--- config.mk ---
export PLATFORM = sky130hd
export DESIGN_NAME = chunked_ring_buffer_manager_top
export DESIGN_NICKNAME = d
export VERILOG_FILES = /design/src/crbm_pkg.sv /design/src/crbm_core.sv /design/src/chunked_ring_buffer_manager_top.sv
export SDC_FILE = /design/constraint.sdc
export NUM_CORES = 1
export LEC_CHECK = 0
export BUFFER_PORTS_ARGS = -buffer_cell sky130_fd_sc_hd__buf_2
export CAP_MARGIN = 20
export CELL_PAD_IN_SITES_DETAIL_PLACEMENT = 0
export CELL_PAD_IN_SITES_GLOBAL_PLACEMENT = 2
export CORE_UTILIZATION = 24
export CTS_BUF_LIST = sky130_fd_sc_hd__clkbuf_2 sky130_fd_sc_hd__clkbuf_4 sky130_fd_sc_hd__clkbuf_8
export DETAILED_ROUTE_END_ITERATION = 6
export HOLD_SLACK_MARGIN = 0.02
export PLACE_DENSITY = 0.53
export SYNTH_ARGS = -nofsm -noshare
export SYNTH_HDL_FRONTEND = slang
export SYNTH_SLANG_ARGS = --single-unit
--- constraint.sdc ---
create_clock -name clock -period 9.3 [get_ports clock]
set_input_delay 1.395 -clock clock [delete_from_list [all_inputs] [get_ports clock]]
set_output_delay 1.395 -clock clock [all_outputs]
set_load 0.02 [all_outputs]
--- src/crbm_pkg.sv ---
// Shared types and constants for the chunked ring buffer manager.
package crbm_pkg;

   localparam int LEN_W  = 13;
   localparam int ADDR_W = 16;

   localparam logic OP_PUSH = 1'b0;
   localparam logic OP_POP  = 1'b1;

   typedef enum logic [1:0] {
      ERR_NONE      = 2'd0,
      ERR_PUSH_OVER = 2'd1,
      ERR_POP_OVER  = 2'd2
   } err_type;

   typedef struct packed {
      logic              opcode;
      logic [LEN_W-1:0]  length;
   } req_type;

   typedef struct packed {
      logic [LEN_W-1:0]  free_space;
      logic [ADDR_W-1:0] write_address;
      logic [LEN_W-1:0]  data_length;
      logic [ADDR_W-1:0] read_address;
      err_type           error;
   } rsp_type;

endpackage

--- src/crbm_core.sv ---
// Buffer state registers and the per-item push and pop update.
module crbm_core
   import crbm_pkg::*;
#(
   parameter int NUM_CHUNKS  = 16,
   parameter int CHUNK_BYTES = 4096
) (
   input  logic    clock,
   input  logic    reset,
   input  logic    accept,
   input  req_type item,
   output rsp_type result
);

   // Chunks from the head up to the write chunk are full, the write chunk holds
   // its own fill and every other chunk is empty, so two fill values cover all.
   localparam int IW = $clog2(NUM_CHUNKS);
   localparam int FW = $clog2(CHUNK_BYTES + 1);
   localparam int CW = (FW > LEN_W) ? FW : LEN_W;
   localparam logic [IW-1:0] LAST = IW'(NUM_CHUNKS - 1);
   localparam logic [CW-1:0] FULL = CW'(CHUNK_BYTES);
   localparam logic [31:0]   CB32 = 32'(CHUNK_BYTES);

   logic [IW-1:0] head_ff, head_in;
   logic [IW-1:0] write_ff, write_in;
   logic [FW-1:0] wfill_ff, wfill_in;
   logic [FW-1:0] roff_ff, roff_in;

   logic [IW-1:0] tail;
   logic [CW-1:0] wfill_x, roff_x, len_x;
   logic [CW-1:0] space, hfill, avail, fill_sum, off_sum;
   logic [CW-1:0] wfill_n, roff_n, space_n, hfill_n, avail_n;
   logic [31:0]   waddr, raddr;
   err_type       err;

   always_comb begin
      wfill_x = CW'(wfill_ff);
      roff_x  = CW'(roff_ff);
      len_x   = CW'(item.length);
      tail    = (head_ff == '0) ? LAST : head_ff - 1'b1;
      space   = (wfill_x >= FULL) ? '0 : FULL - wfill_x;
      hfill   = (head_ff == write_ff) ? wfill_x : FULL;
      avail   = (roff_x >= hfill) ? '0 : hfill - roff_x;
      fill_sum = wfill_x + len_x;
      off_sum  = roff_x + len_x;

      head_in  = head_ff;
      write_in = write_ff;
      wfill_in = wfill_ff;
      roff_in  = roff_ff;
      err      = ERR_NONE;

      if (item.opcode == OP_PUSH) begin
         if (len_x > space) begin
            err = ERR_PUSH_OVER;
         end else if (fill_sum == FULL && write_ff != tail) begin
            write_in = (write_ff == LAST) ? '0 : write_ff + 1'b1;
            wfill_in = '0;
         end else begin
            wfill_in = FW'(fill_sum);
         end
      end else begin
         if (len_x > avail) begin
            err = ERR_POP_OVER;
         end else if (off_sum == hfill && head_ff != write_ff) begin
            head_in = (head_ff == LAST) ? '0 : head_ff + 1'b1;
            roff_in = '0;
         end else begin
            roff_in = FW'(off_sum);
         end
      end

      wfill_n = CW'(wfill_in);
      roff_n  = CW'(roff_in);
      space_n = (wfill_n >= FULL) ? '0 : FULL - wfill_n;
      hfill_n = (head_in == write_in) ? wfill_n : FULL;
      avail_n = (roff_n >= hfill_n) ? '0 : hfill_n - roff_n;
      waddr   = 32'(write_in) * CB32 + 32'(wfill_in);
      raddr   = 32'(head_in) * CB32 + 32'(roff_in);

      result.free_space    = space_n[LEN_W-1:0];
      result.write_address = (space_n == '0) ? '0 : waddr[ADDR_W-1:0];
      result.data_length   = avail_n[LEN_W-1:0];
      result.read_address  = (avail_n == '0) ? '0 : raddr[ADDR_W-1:0];
      result.error         = err;
   end

   always_ff @(posedge clock) begin
      if (reset) begin
         head_ff  <= '0;
         write_ff <= '0;
         wfill_ff <= '0;
         roff_ff  <= '0;
      end else if (accept) begin
         head_ff  <= head_in;
         write_ff <= write_in;
         wfill_ff <= wfill_in;
         roff_ff  <= roff_in;
      end
   end

endmodule

--- src/chunked_ring_buffer_manager_top.sv ---
// Top level of the chunked ring buffer manager with its result buffering.
//
// The block tracks a byte buffer built from a ring of NUM_CHUNKS chunks of
// CHUNK_BYTES bytes each. Each item on the req_ channel is a push, which commits
// bytes into the write chunk, or a pop, which consumes bytes from the head chunk.
// Every item gives exactly one item on the rsp_ channel that describes the
// buffer after it: free space and write address, readable length and read
// address, and an error code for a length that is too long and was ignored.
// The result is registered at the edge that accepts the item when the output
// register is free. Throughput is one item per cycle while req_stall is low.
// When rsp_stall holds the result, one more item is accepted into a skid
// register, and then req_stall rises until the output drains.
// Reset empties the buffer: all chunks empty, head and write chunk zero, read
// offset zero, and no result pending.
module chunked_ring_buffer_manager_top
   import crbm_pkg::*;
#(
   parameter int NUM_CHUNKS  = 16,
   parameter int CHUNK_BYTES = 4096
) (
   input  logic    clock,
   input  logic    reset,
   input  logic    req_valid,
   output logic    req_stall,
   input  req_type req_item,
   output logic    rsp_valid,
   input  logic    rsp_stall,
   output rsp_type rsp_item
);

   logic    accept;
   logic    out_free;
   rsp_type result;

   logic    out_valid_ff, out_valid_in;
   rsp_type out_item_ff, out_item_in;
   logic    skid_valid_ff, skid_valid_in;
   rsp_type skid_item_ff, skid_item_in;

   crbm_core #(
      .NUM_CHUNKS  (NUM_CHUNKS),
      .CHUNK_BYTES (CHUNK_BYTES)
   ) u_core (
      .clock  (clock),
      .reset  (reset),
      .accept (accept),
      .item   (req_item),
      .result (result)
   );

   assign req_stall = skid_valid_ff;
   assign accept    = req_valid && !skid_valid_ff;
   assign out_free  = !out_valid_ff || !rsp_stall;
   assign rsp_valid = out_valid_ff;
   assign rsp_item  = out_item_ff;

   always_comb begin
      out_valid_in  = out_valid_ff;
      out_item_in   = out_item_ff;
      skid_valid_in = skid_valid_ff;
      skid_item_in  = skid_item_ff;
      if (out_free) begin
         if (skid_valid_ff) begin
            out_valid_in  = 1'b1;
            out_item_in   = skid_item_ff;
            skid_valid_in = 1'b0;
         end else begin
            out_valid_in = accept;
            out_item_in  = result;
         end
      end else if (accept) begin
         skid_valid_in = 1'b1;
         skid_item_in  = result;
      end
   end

   always_ff @(posedge clock) begin
      if (reset) begin
         out_valid_ff  <= 1'b0;
         skid_valid_ff <= 1'b0;
      end else begin
         out_valid_ff  <= out_valid_in;
         skid_valid_ff <= skid_valid_in;
      end
   end

   always_ff @(posedge clock) begin
      out_item_ff  <= out_item_in;
      skid_item_ff <= skid_item_in;
   end

endmodule

## Word level (Yosys, flattened, before mapping)

Index checks and enable logic that the tools add are counted.

| cells by class | value |
|---|---|
| $lt $le $gt $ge | 6 |
| bitwise logic cells | 1 |
| reductions and logical operators | 12 |
| mux-type cells | 28 |
| eq/ne operators | 8 |
| $add $sub $neg | 11 |

Operator list:

| kind | number |
|---|---|
| $mux 13 | 12 |
| $mux 60 | 1 |
| $mux 4 | 9 |
| $add 16x13->16 | 2 |
| $mux 16 | 2 |
| $add 13x13->13 | 2 |
| $ge 13x13->1 | 2 |
| $ge 13x13->1 const B | 2 |
| $gt 13x13->1 | 2 |
| $logic_not 13->1 | 2 |
| $sub 13x13->13 | 2 |
| $sub 13x13->13 const A | 2 |
| $eq 13x13->1 | 1 |
| $eq 13x13->1 const B | 1 |
| $add 4x1->4 const B | 2 |
| $eq 4x4->1 | 2 |
| $eq 4x4->1 const B | 2 |
| $ne 4x4->1 | 2 |
| $logic_not 4->1 | 1 |
| $mux 2 | 2 |
| $sub 4x1->4 const B | 1 |
| $logic_and 1x1->1 | 3 |
| $logic_not 1->1 | 3 |
| $mux 1 | 2 |
| 4 further kinds | 4 |

| storage, ports and cells | value |
|---|---|
| logic and storage cells | 82 |
| bits in registers | 156 |

## Longest topological paths before layout

Gate-level depths: netlist of the first run.

| depth | value |
|---|---|
| word-level depth | 14 |
| mapped depth | 46 |
| mapped depth without buffers | 42 |

## Cells and area by module

Synthesis of the first run repeated with hierarchy kept, for this count alone.

| second synthesis, totals | value |
|---|---|
| cells, all modules | 1091 |
| area, all modules | 11085.6 µm² |

By module, submodules not included:

| module | seq. area each (µm²) | cells an instance | area an instance (µm²) | instances |
|---|---|---|---|---|
| crbm_core | 680.7 | 896 | 6383.6 | 1 |
| chunked_ring_buffer_manager_top | 3643.5 | 195 | 4702.0 | 1 |

## Least setup slack after synthesis of the first run

OpenSTA, ideal clock, no wires.

| path | value |
|---|---|
| kind | register to register |
| start point | reg u_core.head_ff[2] |
| end point | reg out_item_ff, in the netlist rsp_item[17], data pin |
| data arrival time | 8.894 ns |
| path slack | 0.138 ns |
| required time | 9.032 ns |
| cell stages (with the launch flop) | 46 |
| path buffers | 6 |
| cell sequence | dfxtp_1 > buf_2 > xnor2_1 > nand2_1 > nor3_1 > clkbuf_1 > nand2_1 > ha_1 > nor2b_1 > o21ai_0 > a21boi_0 > o21ai_0 > a21boi_0 > o21ai_0 > a21boi_0 > o21a_1 > o2111ai_1 > a21oi_1 > (+10 left out) > xnor2_1 > nand4_1 > buf_2 > nor2_1 > ha_1 > or2_2 > a21oi_1 > a31oi_1 > a31oi_1 > o21bai_1 > a21oi_1 > o21bai_1 > a21oi_1 > or2_2 > clkbuf_1 > a31o_2 > clkbuf_1 > o31ai_1 |

| on the way | value |
|---|---|
| word-level cells in the longest chain between the ends | 14 |
| elaborated cells between the ends (all ways) | 38 |

Ends and longest elaborated chain:

| item | RTL line | source |
|---|---|---|
| start: declaration | crbm_core.sv:24 | `logic [IW-1:0] head_ff, head_in;` |
| start signal: assignment | crbm_core.sv:95 | `head_ff <= head_in;` |
| $eq 4x4->1, or another cell as far along | crbm_core.sv:42 | `hfill = (head_ff == write_ff) ? wfill_x : FULL;` |
| $mux 13 / $mux 4 (equally long branches) | crbm_core.sv:42, crbm_core.sv:40 |  |
| $sub 13x13->13, or another cell as far along | crbm_core.sv:43 | `avail = (roff_x >= hfill) ? '0 : hfill - roff_x;` |
| $mux 13, or another cell as far along | crbm_core.sv:43 |  |
| $gt 13x13->1, or another cell as far along | crbm_core.sv:63 | `if (len_x > avail) begin` |
| $mux 4 (on tied branches) | crbm_core.sv:63, crbm_core.sv:54 |  |
| $mux 4 | crbm_core.sv:53 | `if (item.opcode == OP_PUSH) begin` |
| $eq 4x4->1 | crbm_core.sv:76 | `hfill_n = (head_in == write_in) ? wfill_n : FULL;` |
| $mux 13 | crbm_core.sv:76 |  |
| $sub 13x13->13 / $ge 13x13->1 (equally long branches) | crbm_core.sv:77 | `avail_n = (roff_n >= hfill_n) ? '0 : hfill_n - roff_n;` |
| $mux 13 | crbm_core.sv:77 |  |
| $logic_not 13->1 | crbm_core.sv:84 | `result.read_address = (avail_n == '0) ? '0 : raddr[ADDR_W-1:0];` |
| $mux 16 * | crbm_core.sv:84 |  |
| $mux 60 * | chunked_ring_buffer_manager_top.sv:63 | `if (skid_valid_ff) begin` |
| end signal: assignment | chunked_ring_buffer_manager_top.sv:88 | `out_item_ff <= out_item_in;` |
| end: declaration | chunked_ring_buffer_manager_top.sv:36 | `rsp_type out_item_ff, out_item_in;` |

Every way passes the cells marked *; elsewhere a longest branch is shown, timed or not.
A chain may end at the register's enable or synchronous reset.

## Worst setup path after layout of the first run

| path | value |
|---|---|
| start point | reg u_core.head_ff[3] |
| end point | reg out_item_ff, in the netlist rsp_item[17], data pin |

The elaborated chain is that of the path after synthesis.

==> impl_metrics.py, run 1 <==
metrics = {
    "global_routing": {
        "track_usage_pct": 16.05,
        "maximum_number_of_pins_on_one_net_before_global_route_repair": 68,
        "grt_overflow": 0,
        "first_global_vias": 8656,
        "global_route_wire_length_before_repair_um": 55880,
        "antenna_found_initial": 0,
    },
    "critical_path": {
        "worst_setup_path_end_kind": "flop",
        "rr_startpoint": "u_core.head_ff[3]$_SDFFE_PP0P_",
        "rrSetupSlack_ns": 0.73,
        "slowest_stage": "sky130_fd_sc_hd__or4_1",
        "worstReg2RegEnd": "rsp_item[17]$_DFFE_PP_",
        "worst_setup_path_endpoint": "rsp_item[17]$_DFFE_PP_",
        "criticalPathCategory": "flop to flop",
        "crit_arrival_ns": 8.86,
        "worst_setup_start_kind": "flop",
        "maximum_fanout_along_the_worst_path": 32,
        "cp.required_ns": 9.59,
        "worst_path_largest_cell_delay_ns": 0.49,
        "worst_setup_path_startpoint": "u_core.head_ff[3]$_SDFFE_PP0P_",
        "ff2ff_path_depth": 43,
        "worst_path_most_repeated_cell": "sky130_fd_sc_hd__buf_4",
    },
    "detailed_routing": {
        "vias_per_cell": 4.733,
        "postRouteWirelength_um": 36950,
        "vias": 8761,
        "firstDrtPassIters": 5,
        "average_wire_per_standard_cell_um": 19.96,
        "drc": 0,
        "drtAntennaViolNets": 0,
        "drtIter0Drc": 432,
    },
    "sta": {
        "setup_viol": 0,
        "tightestPinTransition_ns": 0.8912,
        "post-route-min-period_ns": 8.567,
        "fin_skew_ns": 0.03084,
        "report.final.slew_viol_count": 0,
        "peak_freq_mhz": 116.7,
        "setup-tns-final_ns": 0,
        "hold-worst-slack_ns": 0.5269,
        "slew-limit-headroom_pct": 40.04,
        "hold_violations": 0,
        "timing.final.crit_share_pct": 92.12,
    },
    "pwr": {
        "cellPowerDensity_nw_per_um2": 277.8,
        "irDropWorstVdd_uv": 108.6,
        "cellLeakagePower_nw": 4.979,
        "design_power_total_mw": 3.522,
    },
    "worst_hold_path": {
        "hold_path_depth": 2,
        "holdCritPathClass": "flop to flop",
        "worst_hold_startpoint": "skid_item_ff[4]$_DFFE_PP_",
    },
    "run": {
        "timing.max_cap.violations": 0,
    },
    "yosys": {
        "synth.ff_latch_count": 156,
        "synthDominantAreaCellType": "sky130_fd_sc_hd__edfxtp_1",
        "synth-main-ff-cell": "sky130_fd_sc_hd__edfxtp_1",
        "synth_top_cells_by_area": "sky130_fd_sc_hd__edfxtp_1, sky130_fd_sc_hd__ha_1, sky130_fd_sc_hd__dfxtp_1",
        "synthArstFlopShare_pct": 0,
        "yosys.area.top_type_share_pct": 33.08,
        "yosysSeqAreaShare_pct": 39.70,
        "netlist_instances": 1159,
        "synth-edff-count": 120,
        "synthesis.area_per_instance_sq_um": 9.397,
        "mappedNetlistArea_sq_um": 10890,
        "postSynthNetCount": 1266,
        "synthDistinctLibCells": 80,
        "ys_warnings": 0,
    },
    "clock_network": {
        "cts_buffers": 17,
        "h_tree_depth": 4,
        "cts_tree": "yes",
        "clockBufferDepth": 2,
        "cts.sink_count": 156,
        "clk_pin_slew_worst_setup_hold_paths_ns": 0.10,
        "clock_latency_reported_for_the_late_side_of_the_worst_skew_pair_ns": 0.48,
        "cts-root-buf": "sky130_fd_sc_hd__clkbuf_8",
    },
    "final_layout": {
        "fin_cells": 1851,
        "antenna_fix_cells": 0,
        "finalCoreUtilization_pct": 28.48,
        "flow.area_growth_from_synthesis_pct": 16.40,
        "num-nets-final": 1353,
        "layout-drive-gt1-share_pct": 17.63,
    },
    "floorplan": {
        "dieArea_sq_um": 46240,
        "ioPinCount": 80,
        "fp.coreArea_sq_um": 44510,
        "placementRows": 77,
        "die-width_um": 215.0,
        "start_util_pct": 24.47,
        "chipHeight_um": 215.0,
    },
    "outcome": {
        "status": "finished clean",
    },
    "placed_design": {
        "gp_congestion": 0.8229,
        "placed_cells": 1816,
        "detailedPlacementHpwl_um": 28040,
        "place.port_buffers": 79,
    },
}
-- placed cells by master, fill, tap and decap left out, drive strengths merged, types with 3 or more instances in the layout --
cell type and count:
a2111oi 3, a211oi 34, a21boi 7, a21o 13, a21oi 58, a31oi 11, and2 10, and3 10
and4 3, buf 132, clkbuf 17, dfxtp 36, edfxtp 120, fa 4, ha 85, inv 63
mux2 10, mux2i 21, nand2 108, nand2b 8, nand3 22, nand3b 12, nand4 13, nor2 152
nor2b 16, nor3 23, nor4 15, o2111ai 3, o211ai 7, o21a 12, o21ai 37, o21bai 8
o22ai 3, o31ai 53, or2 8, or3 7, or4 4, or4b 3, xnor2 57, xor2 19
-- cells in the mapped netlist, types with 12 or more instances --
cell type,instances
sky130_fd_sc_hd__nor2_1,152
sky130_fd_sc_hd__edfxtp_1,120
sky130_fd_sc_hd__nand2_1,107
sky130_fd_sc_hd__ha_1,85
sky130_fd_sc_hd__a21oi_1,58
sky130_fd_sc_hd__xnor2_1,57
sky130_fd_sc_hd__inv_1,52
sky130_fd_sc_hd__clkbuf_1,47
sky130_fd_sc_hd__o31ai_1,47
sky130_fd_sc_hd__dfxtp_1,36
sky130_fd_sc_hd__a211oi_1,32
sky130_fd_sc_hd__o21ai_0,32
sky130_fd_sc_hd__nor3_1,23
sky130_fd_sc_hd__nand3_1,22
sky130_fd_sc_hd__mux2i_1,21
sky130_fd_sc_hd__xor2_1,19
sky130_fd_sc_hd__nor2b_1,14
sky130_fd_sc_hd__a21o_1,13
sky130_fd_sc_hd__nand4_1,13
sky130_fd_sc_hd__nor4_1,13
sky130_fd_sc_hd__nand3b_1,12
-- layer usage --
layer,up-vias,track usage (%),share of wire [%]
li1,4399,-,-
met2,125,24.76,44
met5,-,0,0
met4,0,4.492,1.9
met1,4207,23.47,52
met3,30,1.798,2.0
-- area by class of cell --
cell class | instances | area (sq um)
multi-input cells | 886 | 6206
clock inverters | 15 | 170.2
fillers | 4793 | 31830
clock buffers | 17 | 234.0
well taps | 592 | 740.7
repair buffers | 132 | 800.8
inverters | 53 | 198.9
flip-flops and latches | 156 | 4328
-- timing repair --
item,4_1_cts,5_1_grt
setup endpoints to repair,33,58
gates resized for setup,2,21
setup buffers,0,3
pin swaps,0,5
hold buffers,0,0
-- worst min-delay path by stage --
stage                             end  slack (ns)
2_1_floorplan  rsp_item[10]$_DFFE_PP_        0.50
3_3_place_gp   rsp_item[17]$_DFFE_PP_        0.50
3_5_place_dp   rsp_item[10]$_DFFE_PP_        0.51
4_1_cts         rsp_item[2]$_DFFE_PP_        0.53
5_1_grt        rsp_item[29]$_DFFE_PP_        0.54
6_report        rsp_item[4]$_DFFE_PP_        0.53
-- worst max-delay path: cells and delay by family, from the launching register on --
family | cells | cell delay, ns
buffers and inverters | 5 | 0.97
XOR/XNOR | 2 | 0.45
AO/OA/AOI/OAI | 22 | 3.44
AND/OR/NAND/NOR | 11 | 2.02
adder cells (fa/ha/maj) | 3 | 1.02
flip-flops | 1 | 0.47
-- logic make-up after synthesis --
logic type / after synthesis / share of synthesized area, %
buffers and inverters: 117 / 4.434
DFF: 156 / 39.70
and+or+nand+nor: 420 / 18.53
xor gates and xnor gates: 78 / 6.525
AOI/OAI and AO/OA: 268 / 17.35
adders and majority gates: 89 / 10.50
muxes: 31 / 2.964
-- state kept, by name, summed over array words and instances, names as in the netlist --
| register | flops |
|---|---|
| u_core.roff_ff | 13 |
| u_core.write_ff | 4 |
| u_core.wfill_ff | 13 |
| rsp_item | 60 |
| rsp_valid | 1 |
| u_core.head_ff | 4 |
| skid_item_ff | 60 |
| req_stall | 1 |
-- power by group --
part           switching (mW)  internal, mW  total, mW
Combinational            1.22         0.704       1.92
Clock                   0.317         0.227      0.544
Sequential             0.0706         0.987       1.06
Total                    1.60          1.92       3.52
-- stage by stage --
stage,area [sq um],setup WS (ns)
after floorplan,10890,0.1375
after global placement,12140,0.1436
after detailed placement,12140,-0.04429
after CTS,12560,0.01673
after global routing,12680,-0.005601
final,12680,0.7331
(Power assumes the default switching activity.)
==> inputs of run 2 (changes only) <==
--- a/config.mk
+++ b/config.mk
@@ -5,6 +5,7 @@
 export SDC_FILE = /design/constraint.sdc
 export NUM_CORES = 1
 export LEC_CHECK = 0
+export ABC_AREA = 1
 export BUFFER_PORTS_ARGS = -buffer_cell sky130_fd_sc_hd__buf_2
 export CAP_MARGIN = 20
 export CELL_PAD_IN_SITES_DETAIL_PLACEMENT = 0
@@ -13,7 +14,7 @@
 export CTS_BUF_LIST = sky130_fd_sc_hd__clkbuf_2 sky130_fd_sc_hd__clkbuf_4 sky130_fd_sc_hd__clkbuf_8
 export DETAILED_ROUTE_END_ITERATION = 6
 export HOLD_SLACK_MARGIN = 0.02
-export PLACE_DENSITY = 0.53
+export PLACE_DENSITY = 0.57
 export SYNTH_ARGS = -nofsm -noshare
 export SYNTH_HDL_FRONTEND = slang
 export SYNTH_SLANG_ARGS = --single-unit
==> run 2 against run 1 <==
Core utilization down 0.79 points. Total power shrank 18%. Register-to-register slack better by 0.18 ns. Clock-buffer cell count is the same. Sequential share of layout area up 0.20 points. Worst hold slack got worse by 0.0019 ns. Cell count grew 17%. Combinational power is 27% lower. Global-route usage grew 0.20 points. Maximum frequency grew 2.2%. Via count increased by 8.4%. Critical endpoint is now rsp_item[7]$_DFFE_PP_.
==> impl_metrics.py, run 2 <==
metrics = {
    "placed_design": {
        "gp_congestion": 0.7991,
        "detailedPlacementHpwl_um": 29050,
        "placement.cell_area_sq_um": 12200,
        "place.port_buffers": 79,
    },
    "floorplan": {
        "placementRows": 78,
        "ioPinCount": 80,
        "dieArea_sq_um": 47080,
        "fp.coreArea_sq_um": 45480,
        "start_util_pct": 24.39,
        "die-width_um": 217.0,
        "chipHeight_um": 217.0,
    },
    "global_routing": {
        "grt_overflow": 0,
        "antenna_found_initial": 0,
        "track_usage_pct": 16.25,
        "maximum_number_of_pins_on_one_net_before_global_route_repair": 61,
        "global_route_wire_length_before_repair_um": 57180,
        "first_global_vias": 9285,
    },
    "yosys": {
        "postSynthNetCount": 1574,
        "synth-edff-count": 120,
        "synthesis.area_per_instance_sq_um": 7.561,
        "synth.cells.most_frequent": "sky130_fd_sc_hd__nand2_1, sky130_fd_sc_hd__inv_1, sky130_fd_sc_hd__nor2_1",
        "synthDistinctLibCells": 52,
        "netlist_instances": 1467,
        "synth-main-ff-cell": "sky130_fd_sc_hd__edfxtp_1",
        "synth.most_common_cell": "sky130_fd_sc_hd__nand2_1",
        "mappedNetlistArea_sq_um": 11090,
        "yosys.area.top_type_share_pct": 32.49,
        "ys_warnings": 0,
        "synthDominantAreaCellType": "sky130_fd_sc_hd__edfxtp_1",
        "yosysSeqAreaShare_pct": 38.98,
        "synthArstFlopShare_pct": 0,
        "synth_top_cells_by_area": "sky130_fd_sc_hd__edfxtp_1, sky130_fd_sc_hd__nand2_1, sky130_fd_sc_hd__ha_1",
        "synth.ff_latch_count": 156,
    },
    "final_layout": {
        "post-route-cell-area_sq_um": 12600,
        "flow.area_growth_from_synthesis_pct": 13.57,
        "mostFrequentLayoutCell": "sky130_fd_sc_hd__nand2_1",
        "final_cell_mix": "sky130_fd_sc_hd__nand2_1, sky130_fd_sc_hd__inv_1, sky130_fd_sc_hd__nor2_1",
        "antenna_fix_cells": 0,
        "num-nets-final": 1654,
        "final.fill_count": 5099,
        "layout-drive-gt1-share_pct": 12.63,
    },
    "sta": {
        "report.final.slew_viol_count": 0,
        "timing.final.crit_share_pct": 90.17,
        "hold_violations": 0,
        "tightestPinTransition_ns": 0.9147,
        "slew-limit-headroom_pct": 38.80,
        "fin_skew_ns": 0.02627,
        "rsz_0062_raised_after_global_routing": "false",
        "setup_viol": 0,
        "post-route-min-period_ns": 8.386,
        "peak_freq_mhz": 119.3,
        "setup-tns-final_ns": 0,
    },
    "pwr": {
        "cellPowerDensity_nw_per_um2": 229.9,
        "design_power_total_mw": 2.896,
        "cellLeakagePower_nw": 6.164,
        "irDropWorstVdd_uv": 84.02,
    },
    "outcome": {
        "status": "finished clean",
    },
    "critical_path": {
        "worst_setup_path_end_kind": "flop",
        "crit_arrival_ns": 8.61,
        "worst_setup_start_kind": "flop",
        "slowest_stage": "sky130_fd_sc_hd__dfxtp_1",
        "criticalPathCategory": "flop to flop",
        "worst_path_largest_cell_delay_ns": 0.44,
        "worst_path_most_repeated_cell": "sky130_fd_sc_hd__nand2_1",
        "cp.required_ns": 9.52,
        "maximum_fanout_along_the_worst_path": 19,
    },
    "detailed_routing": {
        "drc": 0,
        "drtAntennaViolNets": 0,
        "average_wire_per_standard_cell_um": 17.19,
        "firstDrtPassIters": 5,
        "postRouteWirelength_um": 37140,
        "vias": 9500,
        "vias_per_cell": 4.398,
        "drtIter0Drc": 517,
    },
    "clock_network": {
        "post_cts_hold_buffer_count": 0,
        "cts.sink_count": 156,
        "clk_pin_slew_worst_setup_hold_paths_ns": 0.10,
        "clock_latency_reported_for_the_late_side_of_the_worst_skew_pair_ns": 0.50,
        "h_tree_depth": 4,
        "cts_tree": "yes",
        "cts-root-buf": "sky130_fd_sc_hd__clkbuf_8",
        "clockBufferDepth": 2,
        "cts_buffers": 17,
    },
    "worst_hold_path": {
        "holdCritPathClass": "flop to flop",
    },
    "run": {
        "timing.max_cap.violations": 0,
    },
}
run 2: cell type report:
cell class / instances / area [sq um] / share of cell area (%)
inverters: 221 / 832.0 / 6.605
well taps: 600 / 750.7 / 5.959
multi-input cells: 1055 / 5794 / 46.00
repair buffers: 96 / 523.0 / 4.152
clock inverters: 15 / 137.6 / 1.093
flip-flops and latches: 156 / 4325 / 34.34
clock buffers: 17 / 234.0 / 1.857
run 2: power breakdown:
group	leakage (nW)	internal [mW]	switching, mW
logic	4.47	0.444	0.953
registers	1.51	0.937	0.0510
clock network	0.184	0.215	0.296
total	6.16	1.60	1.30
run 2: kinds of logic (layout without fill, tap and decap cells):
kind of cell / Yosys count / after routing / share of synthesized area [%]
XOR/XNOR: 46 / 46 / 3.632
flip-flops: 156 / 156 / 38.98
adder cells (fa/ha/maj): 89 / 89 / 10.31
AND/OR/NAND/NOR: 694 / 694 / 27.13
AO/OA/AOI/OAI: 226 / 226 / 10.83
buffers and inverters: 256 / 349 / 9.114
run 2: worst max-delay path: cells and delay by family (launching register included):
family,cells,cell delay [ns]
xor gates and xnor gates,2,0.32
DFF,1,0.44
AOI/OAI and AO/OA,16,2.35
buffers and inverters,7,0.94
adders and majority gates,3,0.97
and+or+nand+nor,26,3.08
run 2: stage by stage:
step | std cells | hold WS (ns) | worst slack, ns | utilization [%]
floorplan | 1467 | 0.4946 | 1.932 | -
global placement | 2128 | 0.5010 | 0.3646 | 26.83
detailed placement | 2128 | 0.5061 | 0.1968 | 26.83
CTS | 2160 | 0.5286 | 0.1469 | 27.65
global route | 2160 | 0.5493 | 0.06377 | 27.70
finish | 2160 | 0.5250 | 0.9143 | 27.70
run 2: path summary, 6_finish.rpt:
kind | startpoint | to | slack (ns) | cells after the start
max | u_core.write_ff[0]$_SDFFE_PP0P_ | rsp_item[7]$_DFFE_PP_ | 0.91 | 54
min | skid_item_ff[32]$_DFFE_PP_ | rsp_item[32]$_DFFE_PP_ | 0.53 | 2
max reg2reg | u_core.write_ff[0]$_SDFFE_PP0P_ | rsp_item[7]$_DFFE_PP_ | 0.91 | 54
min reg2reg | skid_item_ff[32]$_DFFE_PP_ | rsp_item[32]$_DFFE_PP_ | 0.53 | 2
run 2: what timing repair did:
| action | CTS | global route |
|---|---|---|
| resized for setup | 0 | 8 |
| buffers inserted | 0 | 0 |
| setup endpoints to repair | 0 | 33 |
| hold endpoints to repair | 0 | 0 |
run 2: layer usage:
metal / share of wire [%] / wire, um / global-route usage (%) / vias up
met5: 0 / 0 / 0 / -
met4: 0.93 / 344 / 3.451 / 0
met2: 46 / 17110 / 26.72 / 119
met1: 51 / 18910 / 22.71 / 4427
met3: 2.1 / 775 / 1.929 / 16
li1: - / - / - / 4938
==> inputs of run 3 (changes only) <==
==> constraint.sdc (replaced) <==
create_clock -name clock -period 9.3 [get_ports clock]
set_input_delay 0.93 -clock clock [delete_from_list [all_inputs] [get_ports clock]]
set_output_delay 0.93 -clock clock [all_outputs]
set_load 0.02 [all_outputs]
==> run 3 against run 2 <==
Clock power increased by 0.8%. Sequential cell count unchanged. Register-to-register slack improved by 0.15 ns. Worst hold slack lost 0.0043 ns. Sequential share of layout area about the same. Global-route usage up 0.076 points. Largest power group unchanged.
==> impl_metrics.py, run 3 (synthesis results as in run 2) <==
metrics = {
    "global_routing": {
        "global_route_wire_length_before_repair_um": 57140,
        "first_global_vias": 9210,
        "grt_overflow": 0,
        "track_usage_pct": 16.32,
        "antenna_found_initial": 0,
        "maximum_number_of_pins_on_one_net_before_global_route_repair": 61,
    },
    "sta": {
        "peak_freq_mhz": 121.5,
        "slew-limit-headroom_pct": 36.15,
        "fin_skew_ns": 0.01995,
        "tightestPinTransition_ns": 0.9543,
        "report.final.slew_viol_count": 0,
        "rsz_0062_raised_after_global_routing": "false",
        "setup_viol": 0,
        "timing.final.crit_share_pct": 88.53,
        "post-route-min-period_ns": 8.233,
        "hold_violations": 0,
        "hold-worst-slack_ns": 0.5207,
        "setup-tns-final_ns": 0,
    },
    "pwr": {
        "cellLeakagePower_nw": 6.151,
        "cellPowerDensity_nw_per_um2": 229.7,
        "comb_power_share_pct": 48.2,
        "clkPwrFrac_pct": 17.8,
        "sw_frac_of_total_pct": 44.93,
        "design_power_total_mw": 2.898,
        "portion_of_total_power_attributed_to_sequential_cells_pct": 34.1,
        "net-switching-power_mw": 1.302,
        "irDropWorstVdd_uv": 105.4,
        "power.internal_mw": 1.596,
    },
    "critical_path": {
        "worst_setup_path_end_kind": "flop",
        "rr_startpoint": "u_core.write_ff[0]$_SDFFE_PP0P_",
        "maximum_fanout_along_the_worst_path": 19,
        "worst_setup_start_kind": "flop",
        "slowest_stage": "sky130_fd_sc_hd__dfxtp_1",
        "worst_path_largest_cell_delay_ns": 0.45,
        "worst-path-buf-inv": 7,
        "cp.depth": 54,
        "rrSetupSlack_ns": 1.07,
        "cp.required_ns": 9.53,
        "cp_top_family": "simple AND/OR/NAND/NOR gates",
        "worstReg2RegEnd": "rsp_item[15]$_DFFE_PP_",
        "worst_path_most_repeated_cell": "sky130_fd_sc_hd__nand2_1",
        "crit_arrival_ns": 8.46,
        "criticalPathCategory": "flop to flop",
        "ff2ff_path_depth": 54,
    },
    "detailed_routing": {
        "firstDrtPassIters": 4,
        "postRouteWirelength_um": 37200,
        "drtAntennaViolNets": 0,
        "drtIter0Drc": 508,
        "vias": 9498,
        "average_wire_per_standard_cell_um": 17.22,
        "drc": 0,
        "vias_per_cell": 4.397,
    },
    "final_layout": {
        "num-nets-final": 1654,
        "seqCellArea_sq_um": 4325,
        "mostFrequentLayoutCell": "sky130_fd_sc_hd__nand2_1",
        "post-route-cell-area_sq_um": 12610,
        "antenna_fix_cells": 0,
        "fin_cells": 2160,
        "final.fill_count": 5085,
        "flow.area_growth_from_synthesis_pct": 13.73,
        "layout-drive-gt1-share_pct": 12.69,
        "multi_input_comb_area_sq_um": 5807,
        "final_cell_mix": "sky130_fd_sc_hd__nand2_1, sky130_fd_sc_hd__inv_1, sky130_fd_sc_hd__nor2_1",
    },
    "clock_network": {
        "h_tree_depth": 4,
        "clock_latency_reported_for_the_late_side_of_the_worst_skew_pair_ns": 0.51,
        "clockBufferDepth": 2,
        "cts_buffers": 17,
        "cts_tree": "yes",
        "cts.sink_count": 156,
        "clk_pin_slew_worst_setup_hold_paths_ns": 0.09,
        "cts-root-buf": "sky130_fd_sc_hd__clkbuf_8",
        "post_cts_hold_buffer_count": 0,
    },
    "floorplan": {
        "die-width_um": 217.0,
        "chipHeight_um": 217.0,
        "ioPinCount": 80,
        "fp.coreArea_sq_um": 45480,
        "start_util_pct": 24.39,
        "dieArea_sq_um": 47080,
        "placementRows": 78,
    },
    "worst_hold_path": {
        "holdCritPathClass": "flop to flop",
        "hold_path_depth": 2,
        "worst_hold_startpoint": "skid_item_ff[22]$_DFFE_PP_",
        "hold_end": "rsp_item[22]$_DFFE_PP_",
    },
    "placed_design": {
        "place.port_buffers": 79,
        "placed_cells": 2128,
        "gp_congestion": 0.8011,
        "placement.cell_area_sq_um": 12200,
        "detailedPlacementHpwl_um": 29030,
    },
    "outcome": {
        "status": "finished clean",
    },
    "run": {
        "timing.max_cap.violations": 0,
    },
}
[run 3: final cells by class]
type | instances | share of cell area (%)
multi-input cells | 1055 | 46.03
flip-flops and latches | 156 | 34.29
inverters | 221 | 6.596
well taps | 600 | 5.951
repair buffers | 96 | 4.146
clock buffers | 17 | 1.855
clock inverters | 15 | 1.131
[run 3: power by group through the flow]
stage | clock network (mW) | logic (mW) | registers [mW]
finish | 0.515 | 1.40 | 0.987
global route | 0.564 | 1.59 | 1.00
CTS | 0.540 | 1.42 | 0.991
detailed placement | 0 | 1.41 | 1.00
global placement | 0 | 1.42 | 1.01
floorplan | 0 | 0.839 | 1.11
[run 3: per-stage QoR]
stage	util, %	setup slack (ns)
finish	27.74	1.067
global route	27.74	0.06586
CTS	27.66	0.1184
detailed placement	26.83	0.1709
global placement	26.83	0.3951
floorplan	-	1.932
[run 3: repair_timing]
item                       in CTS  in global routing
setup buffers                   0                  0
resized for setup               0                 11
setup endpoints to repair       0                 41
[run 3: how the worst max path moves through the flow]
stage	from	to
2_1_floorplan	u_core.write_ff[2]$_SDFFE_PP0P_	skid_item_ff[17]$_DFFE_PP_
3_3_place_gp	u_core.write_ff[2]$_SDFFE_PP0P_	skid_item_ff[17]$_DFFE_PP_
3_5_place_dp	u_core.write_ff[2]$_SDFFE_PP0P_	rsp_item[6]$_DFFE_PP_
4_1_cts	u_core.write_ff[2]$_SDFFE_PP0P_	rsp_item[15]$_DFFE_PP_
5_1_grt	u_core.write_ff[0]$_SDFFE_PP0P_	rsp_item[15]$_DFFE_PP_
6_report	u_core.write_ff[0]$_SDFFE_PP0P_	rsp_item[15]$_DFFE_PP_
[run 3: tightest hold or removal path, cell delays in order, from the launching register on]
cell	delay [ns]
sky130_fd_sc_hd__edfxtp_1	0.33
sky130_fd_sc_hd__nand2_1	0.05
sky130_fd_sc_hd__nand2_1	0.05
[run 3: per-layer routing]
layer | wire length, um | up-vias | track usage, %
met5 | 0 | - | 0
met4 | 366 | 0 | 3.263
met3 | 951 | 20 | 2.292
met2 | 17050 | 110 | 26.70
met1 | 18830 | 4430 | 22.80
li1 | - | 4938 | -
